**config.mk**
```make
export PLATFORM = sky130hd
export DESIGN_NAME = gnp_regs
export DESIGN_NICKNAME = d
export VERILOG_FILES = /design/src/design/gnp_pkg.sv /design/src/design/gnp_regs.sv
export SDC_FILE = /design/constraint.sdc
export NUM_CORES = 1
export LEC_CHECK = 0
export BUFFER_PORTS_ARGS = -buffer_cell sky130_fd_sc_hd__buf_4
export CELL_PAD_IN_SITES_DETAIL_PLACEMENT = 1
export CELL_PAD_IN_SITES_GLOBAL_PLACEMENT = 2
export CORE_MARGIN = 2
export CORE_UTILIZATION = 35
export CTS_BUF_LIST = sky130_fd_sc_hd__clkbuf_4
export DETAILED_ROUTE_END_ITERATION = 7
export GPL_TIMING_DRIVEN = 0
export PLACE_DENSITY = 0.92
export SYNTH_ARGS = -nofsm -noshare
export SYNTH_HDL_FRONTEND = slang
export SYNTH_SLANG_ARGS = --single-unit
```
**constraint.sdc**
```tcl
create_clock -name clk -period 1.5 [get_ports clk]
set_input_delay 0.15 -clock clk [delete_from_list [all_inputs] [get_ports clk]]
set_output_delay 0.15 -clock clk [all_outputs]
set_load 0.05 [all_outputs]
```
**src/design/gnp_pkg.sv**
```systemverilog
`timescale 1ns / 1ps
// ----------------------------------------------------------------------------
// gnp_pkg
// Shared types, constants and helpers for the 2-D Neville grid interpolator.
// ----------------------------------------------------------------------------
package gnp_pkg;

    // Grid store geometry
    localparam int MAX_POINTS  = 64;
    localparam int IDX_W       = $clog2(MAX_POINTS);
    localparam int MAX_ORDER   = 7;
    localparam int ORD_W       = $clog2(MAX_ORDER + 1);
    localparam int NUM_TABLES  = 6;
    localparam int TBL_W       = 3;
    localparam int STORE_DEPTH = NUM_TABLES * MAX_POINTS * MAX_POINTS;
    localparam int ADDR_W      = TBL_W + 2 * IDX_W;
    localparam int ENTRY_W     = 64;

    // Configuration port
    localparam int REG_ADDR_W = 5;
    localparam int REG_IDX_W  = 3;
    localparam logic [REG_IDX_W-1:0] REG_POLY_ORDER  = 3'd0;
    localparam logic [REG_IDX_W-1:0] REG_DERIV_AVAIL = 3'd1;
    localparam logic [REG_IDX_W-1:0] REG_U_ORIGIN    = 3'd2;
    localparam logic [REG_IDX_W-1:0] REG_V_ORIGIN    = 3'd3;
    localparam logic [REG_IDX_W-1:0] REG_U_INV_STEP  = 3'd4;
    localparam logic [REG_IDX_W-1:0] REG_V_INV_STEP  = 3'd5;
    localparam logic [REG_IDX_W-1:0] REG_U_INTERVALS = 3'd6;
    localparam logic [REG_IDX_W-1:0] REG_V_INTERVALS = 3'd7;

    // Item kinds
    localparam logic OP_WRITE = 1'b0;
    localparam logic OP_QUERY = 1'b1;

    // Table codes
    localparam logic [TBL_W-1:0] TBL_VALUE = 3'd0;
    localparam logic [TBL_W-1:0] TBL_DU    = 3'd1;
    localparam logic [TBL_W-1:0] TBL_DV    = 3'd2;
    localparam logic [TBL_W-1:0] TBL_DUU   = 3'd3;
    localparam logic [TBL_W-1:0] TBL_DVV   = 3'd4;
    localparam logic [TBL_W-1:0] TBL_DUV   = 3'd5;

    // Result status codes
    localparam logic [1:0] ST_OK       = 2'd0;
    localparam logic [1:0] ST_NO_DERIV = 2'd1;
    localparam logic [1:0] ST_U_RANGE  = 2'd2;

    typedef struct packed {
        logic [ORD_W-1:0]  poly_order;
        logic [1:0]        deriv_avail;
        logic signed [31:0] u_origin;
        logic signed [31:0] v_origin;
        logic [31:0]       u_inv_step;
        logic [31:0]       v_inv_step;
        logic [IDX_W-1:0]  u_intervals;
        logic [IDX_W-1:0]  v_intervals;
    } cfg_t;

    typedef enum logic [4:0] {
        S_IDLE,
        S_GRID_U,
        S_GRID_V,
        S_GRID_CHK,
        S_WIN_S,
        S_WIN_X,
        S_ROW_RD,
        S_ROW_WR,
        S_NV_START,
        S_NV_F,
        S_NV_FSAT,
        S_NV_DRE,
        S_NV_URE,
        S_NV_UIM,
        S_ROW_DONE,
        S_FIN_LOAD,
        S_FINISH
    } state_t;

    // Rounded reciprocal of a node distance, Q16.16
    function automatic logic [16:0] recip(input logic [ORD_W-1:0] k);
        logic [16:0] r;
        case (k)
            3'd1:    r = 17'd65536;
            3'd2:    r = 17'd32768;
            3'd3:    r = 17'd21845;
            3'd4:    r = 17'd16384;
            3'd5:    r = 17'd13107;
            3'd6:    r = 17'd10923;
            3'd7:    r = 17'd9362;
            default: r = 17'd0;
        endcase
        return r;
    endfunction

    // Saturate to signed 32 bits
    function automatic logic signed [31:0] sat32(input logic signed [63:0] v);
        logic signed [31:0] r;
        if (v > 64'sd2147483647)
            r = 32'sh7FFFFFFF;
        else if (v < -64'sd2147483648)
            r = 32'sh80000000;
        else
            r = v[31:0];
        return r;
    endfunction

endpackage

```
**src/design/gnp_regs.sv**
```systemverilog
`timescale 1ns / 1ps
// ----------------------------------------------------------------------------
// gnp_regs
// APB configuration register bank; always ready, zero wait states.
// ----------------------------------------------------------------------------
module gnp_regs (
    input  logic                          clk,
    input  logic                          rst_n,
    input  logic                          psel,
    input  logic                          penable,
    input  logic                          pwrite,
    input  logic [gnp_pkg::REG_ADDR_W-1:0] paddr,
    input  logic [31:0]                   pwdata,
    output logic [31:0]                   prdata,
    output logic                          pready,
    output gnp_pkg::cfg_t                 cfg
);

    gnp_pkg::cfg_t                cfg_reg;
    logic                         wr_en;
    logic [gnp_pkg::REG_IDX_W-1:0] idx;

    assign pready = 1'b1;
    assign wr_en  = psel && penable && pwrite;
    assign idx    = paddr[gnp_pkg::REG_ADDR_W-1:2];

    // Register writes
    always_ff @(posedge clk or negedge rst_n)
    begin
        if (!rst_n)
        begin
            cfg_reg.poly_order  <= 3'd3;
            cfg_reg.deriv_avail <= 2'd0;
            cfg_reg.u_origin    <= 32'sd0;
            cfg_reg.v_origin    <= 32'sd0;
            cfg_reg.u_inv_step  <= 32'd65536;
            cfg_reg.v_inv_step  <= 32'd65536;
            cfg_reg.u_intervals <= 6'd63;
            cfg_reg.v_intervals <= 6'd63;
        end
        else if (wr_en)
        begin
            case (idx)
                gnp_pkg::REG_POLY_ORDER:  cfg_reg.poly_order  <= pwdata[gnp_pkg::ORD_W-1:0];
                gnp_pkg::REG_DERIV_AVAIL: cfg_reg.deriv_avail <= pwdata[1:0];
                gnp_pkg::REG_U_ORIGIN:    cfg_reg.u_origin    <= pwdata;
                gnp_pkg::REG_V_ORIGIN:    cfg_reg.v_origin    <= pwdata;
                gnp_pkg::REG_U_INV_STEP:  cfg_reg.u_inv_step  <= pwdata;
                gnp_pkg::REG_V_INV_STEP:  cfg_reg.v_inv_step  <= pwdata;
                gnp_pkg::REG_U_INTERVALS: cfg_reg.u_intervals <= pwdata[gnp_pkg::IDX_W-1:0];
                gnp_pkg::REG_V_INTERVALS: cfg_reg.v_intervals <= pwdata[gnp_pkg::IDX_W-1:0];
                default: ;
            endcase
        end
    end

    // Read mux
    always_comb
    begin
        case (idx)
            gnp_pkg::REG_POLY_ORDER:  prdata = 32'(cfg_reg.poly_order);
            gnp_pkg::REG_DERIV_AVAIL: prdata = 32'(cfg_reg.deriv_avail);
            gnp_pkg::REG_U_ORIGIN:    prdata = cfg_reg.u_origin;
            gnp_pkg::REG_V_ORIGIN:    prdata = cfg_reg.v_origin;
            gnp_pkg::REG_U_INV_STEP:  prdata = cfg_reg.u_inv_step;
            gnp_pkg::REG_V_INV_STEP:  prdata = cfg_reg.v_inv_step;
            gnp_pkg::REG_U_INTERVALS: prdata = 32'(cfg_reg.u_intervals);
            gnp_pkg::REG_V_INTERVALS: prdata = 32'(cfg_reg.v_intervals);
            default:                  prdata = 32'd0;
        endcase
    end

    assign cfg = cfg_reg;

endmodule

```
==> impl_metrics.tcl <==
set metrics [dict create \
    status "finished with violations" \
    violations "negative setup slack" \
    drv_slew 0 \
    post-route-period-util_pct 138 \
    fin_crit_ns 2.07 \
    crit_type "flip-flop to primary output" \
    start_kind "flip-flop" \
    cts_max_level 4 \
    die_w_um 141 \
    required_ns 1.35 \
    multiInputGateArea_um2 3320 \
    finalSetupViolCount 37 \
    drc_errors 0 \
    synth_fa_ha_area_share_pct 0 \
    via_per_inst 5.08 \
    synth_xor_area_share_pct 0 \
    final_nets 862 \
    path_cells "mux4_2 > mux2_4 > buf_6" \
    cts-root-buf "clkbuf_4" \
    final_core_util_pct 62.1 \
    start_util_pct 35.4 \
    timing.max_cap.violations 0 \
    grt_max_degree 84 \
    postSynthCellCount 438 \
    die_y_um 141 \
    io_pins 220 \
    antenna_left 0 \
    end_kind "primary output" \
    overflow 0 \
    rsz0062_at_grt "yes" \
    syn_avg_cell_area_um2 15.0 \
    wl_per_cell_um 24.4 \
    synth_top_family_by_area "multiplexers" \
    yosysTopAreaCell "dfrtp_1" \
    synth_area_leaders "dfrtp_1 49%, mux2_2 25%, mux2i_1 8.2%" \
    die_area_um2 19900 \
    syn2layout_area_growth_pct 75.3 \
    worstHoldStart "paddr[3]" \
    async_flop_share_pct 100 \
    synth-simple-area-share_pct 2.04 \
    drive_above_1_share_pct 78.6 \
    synth-seq-cells 145 \
    cts_tree "yes" \
    hp-class "input pin to flip-flop" \
    synth_mux_area_share_pct 36.3 \
    synth.distinct_cells 28 \
    fin_ws_ns -0.567 \
    dr.first_iter.drc_count 197 \
    cp_data_arrival_time_ns 1.92 \
    crit_path_top_delay_cell "mux4_2" \
    ys.flop_type "dfrtp_1" \
    wl_um 26100 \
    worst_slew_pin_slew_ns 0.776 \
    ys_seq_area_share_pct 55.5 \
    crit_fanout 2 \
    r2r-start "cfg[53]$_DFFE_PN0P_" \
    synth_edf_count 0 \
    place_area_um2 8920 \
    hold_viol_final 0 \
    fin_skew_ns 0 \
    slew_headroom_pct 48.0 \
    seq_area_um2 3670 \
    place_congestion 0.857 \
    synth_area_um2 6580 \
    power.leakage_nw 5.25 \
    fillers 1740 \
    critPathMaxStageDelay_ns 0.49 \
    fmax_mhz 484 \
    grt_pass1_wl_um 37600 \
    synth_compound_area_share_pct 3.16 \
    clkLatencyLatePin_ns 0.55 \
    synth_fp_nets 480 \
    port-buffer-count 215 \
    largest_reg_flops 145 \
    numCtsBuffers 17 \
    core-area_um2 18600 \
    cts_sinks 145 \
    firstDrtPassIters 4 \
    power_density_nw_per_um2 1490 \
    num_rows 50 \
    cts_buffer_depth 2 \
    dp_hpwl_um 15200 \
    vdd_drop_max_mv 0.717 \
    stdcell_area_um2 11500 \
    cts.clk_slew.worst_paths_ns 0.13 \
    startpoint "cfg[76]$_DFFE_PN0P_" \
    antenna_found_initial 1 \
    track_usage_pct 25.2 \
    grt_pass1_vias 6182 \
    yosysWarningCount 0 \
    yosysTopAreaCellShare_pct 49.1 \
    dr_total_vias 5429 \
]
## Yosys cell counts (3+ instances only)
| cell | count |
|---|---|
| mux2_2 | 147 |
| dfrtp_1 | 129 |
| mux2i_1 | 54 |
| o22ai_1 | 27 |
| buf_4 | 20 |
| dfstp_2 | 16 |
| mux4_2 | 6 |
| mux2_1 | 5 |
| buf_2 | 4 |
| clkbuf_1 | 4 |
| nand2_1 | 3 |
| nor2_1 | 3 |
## cells by family after synthesis
family,count (synthesis)
AOI/OAI and AO/OA,33
buffers and inverters,29
DFF,145
muxes,212
other,1
and+or+nand+nor,18
## layout by cell type, fill, tap and decap left out, drive strengths merged
master / n
diode: 1
clkinvlp: 1
bufinv: 3
buf: 353
nand2: 3
nand2b: 2
clkinv: 9
clkbuf: 24
mux4: 6
o21ai: 1
conb: 1
dlygate4sd3: 34
a22oi: 1
nor2b: 1
or4b: 1
o22ai: 27
dfstp: 16
a221oi: 1
dfrtp: 129
nand4b: 1
o211ai: 1
nand4: 1
mux2i: 54
mux2: 152
or3: 2
a21oi: 2
nor2: 7
## area by class of cell
| type | instances | share of cell area [%] |
|---|---|---|
| buffer | 29 | 2.39 |
| tap | 234 | 2.54 |
| clock inverter | 13 | 1.26 |
| clock buffer | 19 | 1.24 |
| timing repair buffer | 363 | 31.9 |
| multi-input combinational | 264 | 28.8 |
| antenna | 1 | 0.0217 |
| sequential | 145 | 31.8 |
## report_power, final
part	switching (mW)	total [mW]	leakage [nW]	internal, mW
logic	5.21	9.09	3.30	3.88
clock network	1.47	2.64	0.156	1.17
registers	0.672	5.42	1.80	4.75
total	7.36	17.2	5.25	9.80
## layer usage
metal,wire length [um],global-route usage (%)
met1,10100,29.4
met2,14200,46.3
met3,1090,4.69
met4,616,8.95
met5,0,0
## worst max-delay path, delay by kind of cell (launching register included)
kind	cells	cell delay [ns]
mux	2	0.78
flops	1	0.43
buf+inv	1	0.15
## per-stage QoR
stage | hold slack, ns | setup TNS, ns | total power, mW | setup slack (ns) | std cells
3_5_place_dp | 0.183 | -30.76 | 12.2 | -0.592 | 888
5_1_grt | 0.0261 | -8.93 | 17.8 | -0.628 | 1068
3_3_place_gp | 0.387 | -70.07 | 12.0 | -0.593 | 887
2_1_floorplan | -0.146 | -0.610 | 9.98 | -0.130 | 438
6_report | 0.0687 | -6.04 | 17.2 | -0.567 | 1068
4_1_cts | 0.0155 | -6.66 | 16.2 | -0.600 | 1060
## repair_timing
| item | CTS | global route |
|---|---|---|
| endpoints found under the hold margin | 207 | 0 |
| endpoints found under the setup margin | 47 | 135 |
| pin swaps | 25 | 4 |
| gates cloned | 0 | 0 |
| resized for setup | 128 | 171 |
| setup buffers | 106 | 46 |
| hold buffers | 34 | 0 |
## final timing paths
path | end | slack (ns) | depth (start not counted)
max reg2reg | cfg[53]$_DFFE_PN0P_ | 0.52 | 2
min reg2reg | cfg[17]$_DFFE_PN0P_ | 0.54 | 1
min in group asynchronous | cfg[136]$_DFFE_PN0P_ | 0.13 | 2
max in group asynchronous | cfg[5]$_DFFE_PN1P_ | 0.53 | 3
max | prdata[0] | -0.57 | 3
min | cfg[144]$_DFFE_PN0P_ | 0.07 | 3
(Power assumes the default switching activity.)
